File: config.mk
export PLATFORM = sky130hd
export DESIGN_NAME = lams_ctrl
export DESIGN_NICKNAME = d
export VERILOG_FILES = /design/src/hdl/lams_pkg.sv /design/src/hdl/lams_ctrl.sv
export SDC_FILE = /design/constraint.sdc
export NUM_CORES = 1
export LEC_CHECK = 0
export ABC_AREA = 1
export BUFFER_PORTS_ARGS = -buffer_cell sky130_fd_sc_hd__buf_2
export CAP_MARGIN = 10
export CORE_AREA = 5 5 42 44
export CTS_CLUSTER_SIZE = 16
export DETAILED_ROUTE_END_ITERATION = 8
export DIE_AREA = 0 0 47 49
export PLACE_DENSITY_LB_ADDON = 0.3
export SLEW_MARGIN = 30
export SYNTH_ARGS = -nofsm -noshare
export SYNTH_HDL_FRONTEND = slang
export SYNTH_SLANG_ARGS = --single-unit
File: constraint.sdc
create_clock -name clk_i -period 2.9 [get_ports clk_i]
set_input_delay 0.435 -clock clk_i [delete_from_list [all_inputs] [get_ports clk_i]]
set_output_delay 0.435 -clock clk_i [all_outputs]
set_load 0.05 [all_outputs]
File: src/hdl/lams_pkg.sv
`timescale 1ns / 1ps
// Package for the labeled adjacency matrix store.
// Holds action and status codes, controller states and the command/status structs.
// No dependencies.
package lams_pkg;

  // Action codes of an input word.
  localparam logic [1:0] ACT_ADD_NODE = 2'd0;
  localparam logic [1:0] ACT_ADD_EDGE = 2'd1;
  localparam logic [1:0] ACT_LOOKUP   = 2'd2;

  // Fixed field widths of the stream words.
  localparam int unsigned LabelW  = 8;
  localparam int unsigned FieldIW = 4;
  localparam int unsigned WeightW = 32;
  localparam int unsigned CountW  = 5;
  localparam int unsigned InDataW  = 56;
  localparam int unsigned OutDataW = 40;

  typedef enum logic [1:0] {
    ST_OK        = 2'd0,
    ST_FULL      = 2'd1,
    ST_BAD_INDEX = 2'd2,
    ST_NOT_FOUND = 2'd3
  } status_e;

  typedef enum logic [2:0] {
    S_CLEAR,
    S_IDLE,
    S_EXEC,
    S_WRITE2,
    S_READ,
    S_DONE
  } state_e;

  // What the executing word needs next from the weight memory.
  typedef enum logic [1:0] {
    KIND_DIRECT,
    KIND_EDGE,
    KIND_READ
  } kind_e;

  typedef struct packed {
    logic in_ready;
    logic clear;
    logic exec;
    logic wr2;
    logic cap_rd;
    logic load_out;
  } lams_cmd_t;

  typedef struct packed {
    logic  clr_last;
    kind_e kind;
    logic  out_free;
  } lams_stat_t;

endpackage

File: src/hdl/lams_ctrl.sv
`timescale 1ns / 1ps
// Controller state machine of the labeled adjacency matrix store.
// Depends on lams_pkg.
module lams_ctrl (
  input  logic                clk_i,
  input  logic                rst_ni,
  input  logic                in_valid_i,
  input  lams_pkg::lams_stat_t stat_i,
  output lams_pkg::lams_cmd_t  cmd_o
);

  import lams_pkg::*;

  state_e state_q, state_d;

  always_comb begin
    state_d = state_q;
    unique case (state_q)
      S_CLEAR:  if (stat_i.clr_last) state_d = S_IDLE;
      S_IDLE:   if (in_valid_i) state_d = S_EXEC;
      S_EXEC: begin
        unique case (stat_i.kind)
          KIND_EDGE: state_d = S_WRITE2;
          KIND_READ: state_d = S_READ;
          default:   state_d = S_DONE;
        endcase
      end
      S_WRITE2: state_d = S_DONE;
      S_READ:   state_d = S_DONE;
      S_DONE:   if (stat_i.out_free) state_d = S_IDLE;
      default:  state_d = S_CLEAR;
    endcase
  end

  always_comb begin
    cmd_o          = '0;
    cmd_o.in_ready = (state_q == S_IDLE);
    cmd_o.clear    = (state_q == S_CLEAR);
    cmd_o.exec     = (state_q == S_EXEC);
    cmd_o.wr2      = (state_q == S_WRITE2);
    cmd_o.cap_rd   = (state_q == S_READ);
    cmd_o.load_out = (state_q == S_DONE) && stat_i.out_free;
  end

  always_ff @(posedge clk_i or negedge rst_ni) begin
    if (!rst_ni) begin
      state_q <= S_CLEAR;
    end else begin
      state_q <= state_d;
    end
  end

endmodule

==> results of run 1 <==
## layout by cell type, fill, tap and decap left out, types with 2 or more instances in the layout
master	count
sky130_fd_sc_hd__nor2_1	7
sky130_fd_sc_hd__nor3_2	2
sky130_fd_sc_hd__inv_1	5
sky130_fd_sc_hd__buf_2	12
sky130_fd_sc_hd__nand3_1	4
sky130_fd_sc_hd__o21ai_0	2
sky130_fd_sc_hd__nand2_1	9
sky130_fd_sc_hd__clkbuf_4	3
sky130_fd_sc_hd__inv_2	3
sky130_fd_sc_hd__dfrtp_1	3
## routing by layer
| layer | wire [um] | global-route usage, % |
|---|---|---|
| met5 | 0 | 0 |
| met4 | 0 | 5.53 |
| met3 | 33 | 2.21 |
| met2 | 371 | 10.2 |
| met1 | 245 | 7.71 |
## where the power goes
group | internal (mW) | total [mW] | leakage [nW] | switching, mW
Combinational | 0.0866 | 0.305 | 0.189 | 0.218
Clock | 0.0514 | 0.0707 | 0.0150 | 0.0192
Sequential | 0.0613 | 0.103 | 0.0374 | 0.0415
Total | 0.199 | 0.478 | 0.241 | 0.279
## final cells by class
| class | instances | area share (%) |
|---|---|---|
| sequential | 3 | 19.1 |
| timing repair buffer | 13 | 17.8 |
| tap | 16 | 5.10 |
| inverter | 8 | 7.64 |
| clock buffer | 4 | 6.69 |
| multi-input combinational | 31 | 43.6 |
## synth_stat cells (all sizes together)
| cell | count |
|---|---|
| inv | 8 |
| nand2 | 10 |
| dfrtp | 3 |
| nor2 | 8 |
| a21oi | 1 |
| nor3 | 3 |
| nand3b | 1 |
| o21ai | 2 |
| nand3 | 5 |
| nand4 | 1 |
| buf | 2 |
## stage by stage
stage / hold slack, ps / cells / worst slack [ps]
after global routing: 537 / 75 / 1050
after detailed placement: 234 / 70 / 1390
after floorplan: 139 / 44 / 893
after global placement: 232 / 70 / 1400
final: 488 / 75 / 1160
after CTS: 483 / 75 / 1140
## worst min-delay path by stage
stage	start	to	slack (ps)
after floorplan	rst_ni	state_q[0]	140
after global placement	rst_ni	state_q[1]	230
after detailed placement	rst_ni	state_q[1]	230
after CTS	stat_i[2]	state_q[2]	480
after global routing	stat_i[2]	state_q[2]	540
final	stat_i[2]	state_q[2]	490
## logic make-up after synthesis
| group | Yosys count | synth area share [%] |
|---|---|---|
| AOI/OAI and AO/OA | 3 | 6.28 |
| buffers and inverters | 10 | 17.6 |
| DFF | 3 | 25.1 |
| and+or+nand+nor | 28 | 51.0 |
## critical path, delay by kind of cell, from the launching register on
family | cells | cell delay, ps
buffers and inverters | 2 | 410
and+or+nand+nor | 2 | 210
DFF | 1 | 460
==> impl_metrics.py, run 1 <==
metrics = {
    "status": {
        "result_of_the_run": "completed",
    },
    "final_layout": {
        "num_antenna_cells": 0,
        "max_ffs_per_register": 3,
        "num-fill-cells": 181,
        "top_register": "state_q",
        "final-seq-area_um2": 75.1,
        "layout.cell_area.non_filler_um2": 393,
        "layout.nets": 67,
        "multiInputGateArea_um2": 171,
        "area_growth_syn_to_layout_pct": 31.4,
        "top_regs": "state_q x3",
        "utilization_pct": 28.0,
        "final_layout_size_suffix_gt1_share_pct": 42.4,
    },
    "pwr": {
        "power_dens_cells_nw_per_um2": 1220,
        "peakVddDrop_mv": 0.261,
        "total_leakage_power_nw": 0.241,
        "total_power_mw": 0.478,
    },
    "setup_path": {
        "critical_path.max_fanout": 8,
        "cp-end-kind": "output pin",
        "worst_ep_required_time_ps": 2470,
        "arrival_ps": 1300,
        "ff2ff_path_depth": 5,
        "startpoint_type": "flop",
        "setup.worst_path.class": "flop to output pin",
        "critPathCapture": "cmd_o[3]",
        "worst_setup_path_startpoint": "state_q[2]",
        "regToRegSetupSlack_ps": 1780,
        "timing.rr.end": "state_q[0]",
        "worst_path_largest_cell_delay_ps": 460,
        "timing.critical_path.cells": "inv_2 -> nand2_1 -> nor2_4 -> buf_2",
        "critical_path.slowest_cell": "sky130_fd_sc_hd__dfrtp_1",
        "worst_r2r_startpoint": "state_q[0]",
    },
    "sta": {
        "final_setup_skew_ps": 0.150,
        "tightest_slew_ps": 316,
        "fin_tns_setup_ps": 0,
        "grt_setup_unrepaired": "false",
        "worst_slew_margin_rel_pct": 79.0,
        "final-setup-viol-count": 0,
        "final-hold-violation-count": 0,
        "final_min_period_over_clock_period_pct": 59.9,
        "min_period_ps": 1740,
        "drv_slew": 0,
        "achievable-frequency_mhz": 575,
    },
    "grt": {
        "global_route.usage.total_pct": 6.91,
        "grt_max_degree": 10,
        "via_count_of_the_first_global_routing_pass": 270,
        "grt_pass1_wl_mm": 1.12,
        "grt_remaining_overflow": 0,
        "antenna_found_initial": 0,
    },
    "job": {
        "cap_viol_max_count": 0,
    },
    "floorplan": {
        "floorplan.rows": 14,
        "die_w_um": 47,
        "die-height_um": 49,
        "die_area_um2": 2300,
        "start_util_pct": 21.3,
        "coreArea_um2": 1400,
        "floorplan.io_pins": 13,
    },
    "synthesis": {
        "synth_largest_type_area_fraction_pct": 25.1,
        "synth-seq-area-share_pct": 25.1,
        "synth-warning-count": 0,
        "post_synth_inst_count": 44,
        "synthDistinctLibCells": 16,
        "most_area_consuming_cells_after_synthesis": "sky130_fd_sc_hd__dfrtp_1, sky130_fd_sc_hd__nand2_1, sky130_fd_sc_hd__nor2_1",
        "synthesized_netlist_net_count": 51,
        "netlist.top_cell.by_area": "sky130_fd_sc_hd__dfrtp_1",
        "ys_ff_latch": 3,
        "synth.cell_area_um2": 299,
        "avgSynthCellArea_um2": 6.80,
    },
    "drt": {
        "detail_route.vias_per_cell": 4.07,
        "total_via_count_after_detailed_routing": 305,
        "drt_iter0_markers": 4,
        "routed_wirelength_um": 650,
        "detail_route.drc_violations": 0,
        "drt_pass1_iterations": 3,
        "antenna_violating_nets_post_route": 0,
        "routedWlPerCell_um": 8.67,
    },
    "place": {
        "placement.io_buffers": 12,
        "hpwlAfterDp_um": 564,
        "postPlaceCellArea_um2": 357,
        "gp_routability_congestion": 0.695,
    },
    "clock_network": {
        "cts_tree": "done",
        "max-clock-path-buffers": 2,
        "cts-htree-levels": 1,
        "holdBufCountCts": 1,
        "cts.sink_count": 3,
        "insertion_delay_ps": 230,
        "cts_buffers": 3,
        "postCtsSetupBuffers": 0,
        "clock-root-buffer": "sky130_fd_sc_hd__clkbuf_4",
        "postCtsResizedCells": 0,
        "clock_slew_seen_by_the_registers_of_the_worst_setup_and_hold_paths_ps": 40,
    },
    "hold_path": {
        "worstHoldPathCells": 3,
        "hold_path.class": "input pin to flop",
    },
}
(Power assumes the default switching activity.)
==> run 2: changes to the inputs <==
--- a/config.mk
+++ b/config.mk
@@ -5,7 +5,7 @@
 export SDC_FILE = /design/constraint.sdc
 export NUM_CORES = 1
 export LEC_CHECK = 0
-export ABC_AREA = 1
+export ABC_AREA = 0
 export BUFFER_PORTS_ARGS = -buffer_cell sky130_fd_sc_hd__buf_2
 export CAP_MARGIN = 10
 export CORE_AREA = 5 5 42 44
==> constraint.sdc (replaced) <==
create_clock -name clk_i -period 1.66 [get_ports clk_i]
set_input_delay 0.249 -clock clk_i [delete_from_list [all_inputs] [get_ports clk_i]]
set_output_delay 0.249 -clock clk_i [all_outputs]
set_load 0.05 [all_outputs]
==> run 2 against run 1 <==
  * Via count decreased by 26%
  * Sequential power rose by 75%
  * Routed wire length fell by 9.8%
  * Sequential share of layout area up 5.5 points
  * Hold slack got worse by 190 ps
  * Sequential cell count is the same
  * Global-route usage is 0.70 points lower
  * Synthesized cell count decreased by 41%
  * Largest power group unchanged
  * First-iteration DRC count decreased by 25%
  * Utilization fell by 5.9 points
  * Critical path depth is 1 lower
==> impl_metrics.py, run 2 <==
metrics = {
    "drt": {
        "detail_route.vias_per_cell": 3.98,
        "routedWlPerCell_um": 10.3,
        "drt_pass1_iterations": 2,
        "routed_wirelength_um": 586,
        "antenna_violating_nets_post_route": 0,
        "drt_iter0_markers": 3,
        "total_via_count_after_detailed_routing": 227,
        "detail_route.drc_violations": 0,
    },
    "pwr": {
        "total_leakage_power_nw": 0.150,
        "peakVddDrop_mv": 0.621,
        "power_dens_cells_nw_per_um2": 2160,
        "total_power_mw": 0.669,
    },
    "synthesis": {
        "netlist_top_cells_count": "sky130_fd_sc_hd__nor2_1, sky130_fd_sc_hd__dfrtp_1, sky130_fd_sc_hd__nand2_1, sky130_fd_sc_hd__nand2b_1, sky130_fd_sc_hd__nor3_1",
        "post_synth_inst_count": 26,
        "synth-seq-area-share_pct": 35.9,
        "most_repeated_cell_in_the_gate_level_netlist_after_synthesis": "sky130_fd_sc_hd__nor2_1",
        "ys.flop_type": "sky130_fd_sc_hd__dfrtp_1",
        "synthDistinctLibCells": 16,
        "synth_enable_flop_cells": 0,
        "netlist.top_cell.by_area": "sky130_fd_sc_hd__dfrtp_1",
        "most_area_consuming_cells_after_synthesis": "sky130_fd_sc_hd__dfrtp_1, sky130_fd_sc_hd__nor2_1, sky130_fd_sc_hd__nand2b_1",
        "synth_largest_type_area_fraction_pct": 35.9,
        "synth-warning-count": 0,
        "synthesized_netlist_net_count": 33,
        "avgSynthCellArea_um2": 8.04,
        "synth.cell_area_um2": 209,
        "ys_ff_latch": 3,
        "synth-async-reset-ratio_pct": 100,
    },
    "floorplan": {
        "start_util_pct": 14.9,
        "floorplan.io_pins": 13,
        "floorplan.rows": 14,
        "die_w_um": 47,
        "coreArea_um2": 1400,
        "die-height_um": 49,
        "die_area_um2": 2300,
    },
    "grt": {
        "grt_remaining_overflow": 0,
        "grt_pass1_wl_um": 972,
        "global_route.usage.total_pct": 6.21,
        "grt_max_degree": 11,
        "antenna_found_initial": 0,
        "global_route.usage.met2_pct": 9.28,
        "via_count_of_the_first_global_routing_pass": 230,
        "grt_most_used_layer": "met2",
        "met1_use_gr_pct": 5.96,
        "grt_util_met3_pct": 5.17,
    },
    "setup_path": {
        "worst_ep_required_time_ps": 1410,
        "critical_path.max_fanout": 9,
        "setup.worst_path.class": "flop to output pin",
        "cp-end-kind": "output pin",
        "arrival_ps": 1270,
        "worst_r2r_startpoint": "state_q[0]",
        "worst_setup_path_startpoint": "state_q[1]",
        "startpoint_type": "flop",
    },
    "final_layout": {
        "layout.cells.non_filler": 57,
        "top_register": "state_q",
        "max_ffs_per_register": 3,
        "layout.nets": 49,
        "final_common_cell": "sky130_fd_sc_hd__buf_2",
        "area_growth_syn_to_layout_pct": 48.5,
        "utilization_pct": 22.1,
        "num-fill-cells": 174,
        "final_layout_size_suffix_gt1_share_pct": 43.9,
        "num_antenna_cells": 0,
        "commonest_cells_after_routing_fill_and_taps_aside": "sky130_fd_sc_hd__buf_2, sky130_fd_sc_hd__nor2_1, sky130_fd_sc_hd__nand2_1, sky130_fd_sc_hd__clkbuf_4",
        "top_regs": "state_q x3",
    },
    "clock_network": {
        "clock_slew_seen_by_the_registers_of_the_worst_setup_and_hold_paths_ps": 40,
        "cts-htree-levels": 1,
        "clock-root-buffer": "sky130_fd_sc_hd__clkbuf_4",
        "cts_buffers": 3,
        "max-clock-path-buffers": 2,
        "postCtsSetupBuffers": 0,
        "insertion_delay_ps": 240,
        "cts.sink_count": 3,
        "cts_tree": "done",
    },
    "sta": {
        "grt_setup_unrepaired": "false",
        "achievable-frequency_mhz": 660,
        "final-setup-viol-count": 0,
        "final-hold-violation-count": 0,
        "min_period_ps": 1510,
        "fin_tns_setup_ps": 0,
        "tightest_slew_ps": 263,
        "final_min_period_over_clock_period_pct": 91.2,
        "worst_slew_margin_rel_pct": 82.5,
        "drv_slew": 0,
        "final_setup_skew_ps": 0.0143,
    },
    "place": {
        "dpl.cell_count": 52,
        "gp_routability_congestion": 0.605,
        "hpwlAfterDp_um": 438,
        "placement.io_buffers": 12,
    },
    "job": {
        "cap_viol_max_count": 0,
    },
    "status": {
        "result_of_the_run": "completed",
    },
    "hold_path": {
        "min_from": "in_valid_i",
        "hold_path.class": "input pin to flop",
    },
}
[run 2: changes by cell type after synthesis, moves of 2 or more]
cell	before	now
sky130_fd_sc_hd__nand3_1	4	0
sky130_fd_sc_hd__nor2_1	7	5
sky130_fd_sc_hd__o21ai_0	2	0
sky130_fd_sc_hd__nor3_2	2	0
sky130_fd_sc_hd__nand2b_1	0	2
sky130_fd_sc_hd__inv_2	3	0
sky130_fd_sc_hd__nand2_1	9	3
sky130_fd_sc_hd__inv_1	5	1
[run 2: final cells by class]
class	instances	area, um^2	share of cell area, %
multi-input combinational	20	114	36.7
sequential	3	76.3	24.6
timing repair buffer	13	70.1	22.6
clock buffer	4	26.3	8.47
tap	16	20.0	6.45
inverter	1	3.75	1.21
[run 2: timing repair]
| action | in CTS | in global routing |
|---|---|---|
| hold buffers | 1 | 0 |
| resized for setup | 0 | 1 |
| hold endpoints to repair | 3 | 0 |
| endpoints found under the setup margin | 0 | 1 |
[run 2: cells by family after synthesis]
| family | after synthesis | share of synthesized area [%] |
|---|---|---|
| AOI/OAI and AO/OA | 5 | 16.2 |
| DFF | 3 | 35.9 |
| buffers and inverters | 3 | 9.58 |
| and+or+nand+nor | 15 | 38.3 |
[run 2: report_power, final]
group | switching, mW | leakage (nW) | internal (mW) | total (mW)
Sequential | 0.0734 | 0.0358 | 0.106 | 0.180
Clock | 0.0448 | 0.0150 | 0.0905 | 0.135
Combinational | 0.252 | 0.0990 | 0.102 | 0.354
[run 2: path summary, 6_finish.rpt]
kind                       depth (start not counted)          to  slack, ps
hold reg to reg                                    1  state_q[1]        570
hold / removal                                     3  state_q[1]        300
setup / recovery                                   3    cmd_o[0]        150
min in group asynchronous                          2  state_q[1]        330
setup reg to reg                                   3  state_q[0]        660
max in group asynchronous                          2  state_q[0]       1210
[run 2: per-stage QoR]
stage | instance area [um^2] | hold WS (ps) | setup slack (ps)
after floorplan | 209 | -46.6 | -173
after global routing | 310 | 305 | 54.6
after detailed placement | 273 | 49.5 | 349
after CTS | 309 | 298 | 82.1
final | 310 | 298 | 145
after global placement | 273 | 49.1 | 384
[run 2: per-layer routing]
metal	routed length [um]	up-vias
met5	0	-
li1	-	120
met4	0	0
met2	278	7
met1	249	100
met3	59	0
[run 2: critical path: stages, from the launching register on]
cell	delay, ps
sky130_fd_sc_hd__dfrtp_1	460
sky130_fd_sc_hd__nand2b_1	200
sky130_fd_sc_hd__nor2_1	100
sky130_fd_sc_hd__buf_2	260
==> run 3: changes to the inputs <==
--- a/config.mk
+++ b/config.mk
@@ -13,6 +13,7 @@
 export DETAILED_ROUTE_END_ITERATION = 8
 export DIE_AREA = 0 0 47 49
 export PLACE_DENSITY_LB_ADDON = 0.3
+export REMOVE_ABC_BUFFERS = 1
 export SLEW_MARGIN = 30
 export SYNTH_ARGS = -nofsm -noshare
 export SYNTH_HDL_FRONTEND = slang
==> constraint.sdc (replaced) <==
create_clock -name clk_i -period 1.4 [get_ports clk_i]
set_input_delay 0.21 -clock clk_i [delete_from_list [all_inputs] [get_ports clk_i]]
set_output_delay 0.21 -clock clk_i [all_outputs]
set_load 0.05 [all_outputs]
==> run 3 against run 2 <==
  * Global-route usage fell by 0.21 points
  * Utilization increased by 4.5 points
  * First-iteration DRC count rose by 33%
  * The run now ends with negative setup slack left
  * Highest routed layer unchanged
  * Combinational power increased by 61%
  * Critical path depth unchanged
  * Final cell count is 7.0% higher
  * Sequential cell count is the same
==> impl_metrics.py, run 3 (synthesis results as in run 2) <==
metrics = {
    "floorplan": {
        "start_util_pct": 14.9,
        "die-height_um": 49,
        "floorplan.io_pins": 13,
        "coreArea_um2": 1400,
        "die_area_um2": 2300,
        "floorplan.rows": 14,
        "die_w_um": 47,
    },
    "grt": {
        "grt_most_used_layer": "met2",
        "antenna_found_initial": 0,
        "grt_pass1_wl_um": 938,
        "global_route.usage.met2_pct": 7.69,
        "via_count_of_the_first_global_routing_pass": 223,
        "grt_util_met3_pct": 3.32,
        "grt_max_degree": 11,
        "grt_remaining_overflow": 0,
        "met1_use_gr_pct": 6.64,
        "global_route.usage.total_pct": 6.00,
    },
    "sta": {
        "min_period_ps": 1420,
        "tightest_slew_ps": 250,
        "layout_setup_ws_ps": -15.2,
        "grt_setup_unrepaired": "true",
        "final-setup-viol-count": 1,
        "final_min_period_over_clock_period_pct": 101,
        "worst_slew_margin_rel_pct": 83.5,
        "worst_hold_slack_ps": 262,
        "achievable-frequency_mhz": 707,
        "final-hold-violation-count": 0,
        "drv_slew": 0,
        "final_setup_skew_ps": 3.80,
    },
    "clock_network": {
        "clock-root-buffer": "sky130_fd_sc_hd__clkbuf_4",
        "clock_slew_seen_by_the_registers_of_the_worst_setup_and_hold_paths_ps": 30,
        "cts_buffers": 3,
        "cts-htree-levels": 1,
        "insertion_delay_ps": 230,
        "cts.sink_count": 3,
        "cts_tree": "done",
        "max-clock-path-buffers": 2,
    },
    "place": {
        "postPlaceCellArea_um2": 273,
        "gp_routability_congestion": 0.606,
        "dpl_worst_slack_ps": 121,
        "hpwlAfterDp_um": 422,
        "placement.io_buffers": 12,
    },
    "setup_path": {
        "startpoint_type": "flop",
        "cp-end-kind": "output pin",
        "critical_path.max_fanout": 7,
        "arrival_ps": 1210,
        "setup.worst_path.class": "flop to output pin",
        "worst_ep_required_time_ps": 1190,
    },
    "final_layout": {
        "area_growth_syn_to_layout_pct": 78.4,
        "max_ffs_per_register": 3,
        "top_register": "state_q",
        "num_antenna_cells": 0,
        "layout.nets": 53,
        "commonest_cells_after_routing_fill_and_taps_aside": "sky130_fd_sc_hd__buf_2, sky130_fd_sc_hd__buf_4, sky130_fd_sc_hd__nor2_1, sky130_fd_sc_hd__buf_6",
        "final_layout_size_suffix_gt1_share_pct": 55.6,
        "top_regs": "state_q x3",
        "layout.cell_area.non_filler_um2": 373,
        "final_common_cell": "sky130_fd_sc_hd__buf_2",
    },
    "drt": {
        "routed_wirelength_um": 646,
        "antenna_violating_nets_post_route": 0,
        "detail_route.vias_per_cell": 3.92,
        "total_via_count_after_detailed_routing": 239,
        "routedWlPerCell_um": 10.6,
        "drt_iter0_markers": 4,
        "detail_route.drc_violations": 0,
        "drt_pass1_iterations": 4,
    },
    "job": {
        "cap_viol_max_count": 0,
    },
    "pwr": {
        "total_leakage_power_nw": 0.170,
        "power_dens_cells_nw_per_um2": 2470,
        "peakVddDrop_mv": 0.421,
        "total_power_mw": 0.922,
    },
    "status": {
        "failing_checks": "negative setup slack",
        "result_of_the_run": "finished, violations left",
    },
    "hold_path": {
        "hold_path.class": "input pin to flop",
    },
}
run 3: cell types whose count changed in the layout (fill, tap and decap cells not counted), sizes merged:
cell | previous run | this run
buf | 12 | 16
run 3: critical path, stage by stage (launching register included):
cell	delay [ps]
sky130_fd_sc_hd__dfrtp_2	440
sky130_fd_sc_hd__nand2b_1	180
sky130_fd_sc_hd__nor2_1	170
sky130_fd_sc_hd__buf_6	180
run 3: timing repair:
action                                  in CTS  in global routing
gates cloned                                 0                  0
pin swaps                                    0                  2
hold buffers                                 1                  0
endpoints found under the setup margin       6                  6
setup buffers                                1                  3
resized for setup                            9                  4
endpoints found under the hold margin        3                  0
run 3: final timing paths:
check                      slack (ps)  cells past startpoint    endpoint       start
hold reg to reg                   550                      1  state_q[2]  state_q[1]
setup reg to reg                  300                      4  state_q[0]  state_q[0]
setup / recovery                  -20                      3    cmd_o[1]  state_q[1]
min in group asynchronous         300                      2  state_q[2]      rst_ni
hold / removal                    260                      3  state_q[1]  in_valid_i
max in group asynchronous         980                      2  state_q[0]      rst_ni
run 3: power by group:
group / leakage [nW] / switching, mW / internal (mW)
Clock: 0.0150 / 0.0442 / 0.107
Combinational: 0.122 / 0.347 / 0.224
Sequential: 0.0331 / 0.0698 / 0.131
run 3: routing by layer:
metal	wire length [um]	vias to the layer above
met5	0	-
met4	0	0
met2	361	4
met1	241	109
met3	44	0
li1	-	126
run 3: cell type report:
type,count,area [um^2]
Fill cell,170,1030
Sequential cell,3,78.8
Clock buffer,4,26.3
Tap cell,16,20.0
Inverter,1,3.75
Timing Repair Buffer,17,128
Multi-Input combinational cell,20,116
run 3: per-stage QoR:
step	TNS, ps	utilization [%]	std cells
floorplan	-1100	-	24
global placement	0	19.5	52
detailed placement	0	19.5	52
CTS	0	24.0	58
global route	-148	26.6	61
finish	-15.2	26.6	61
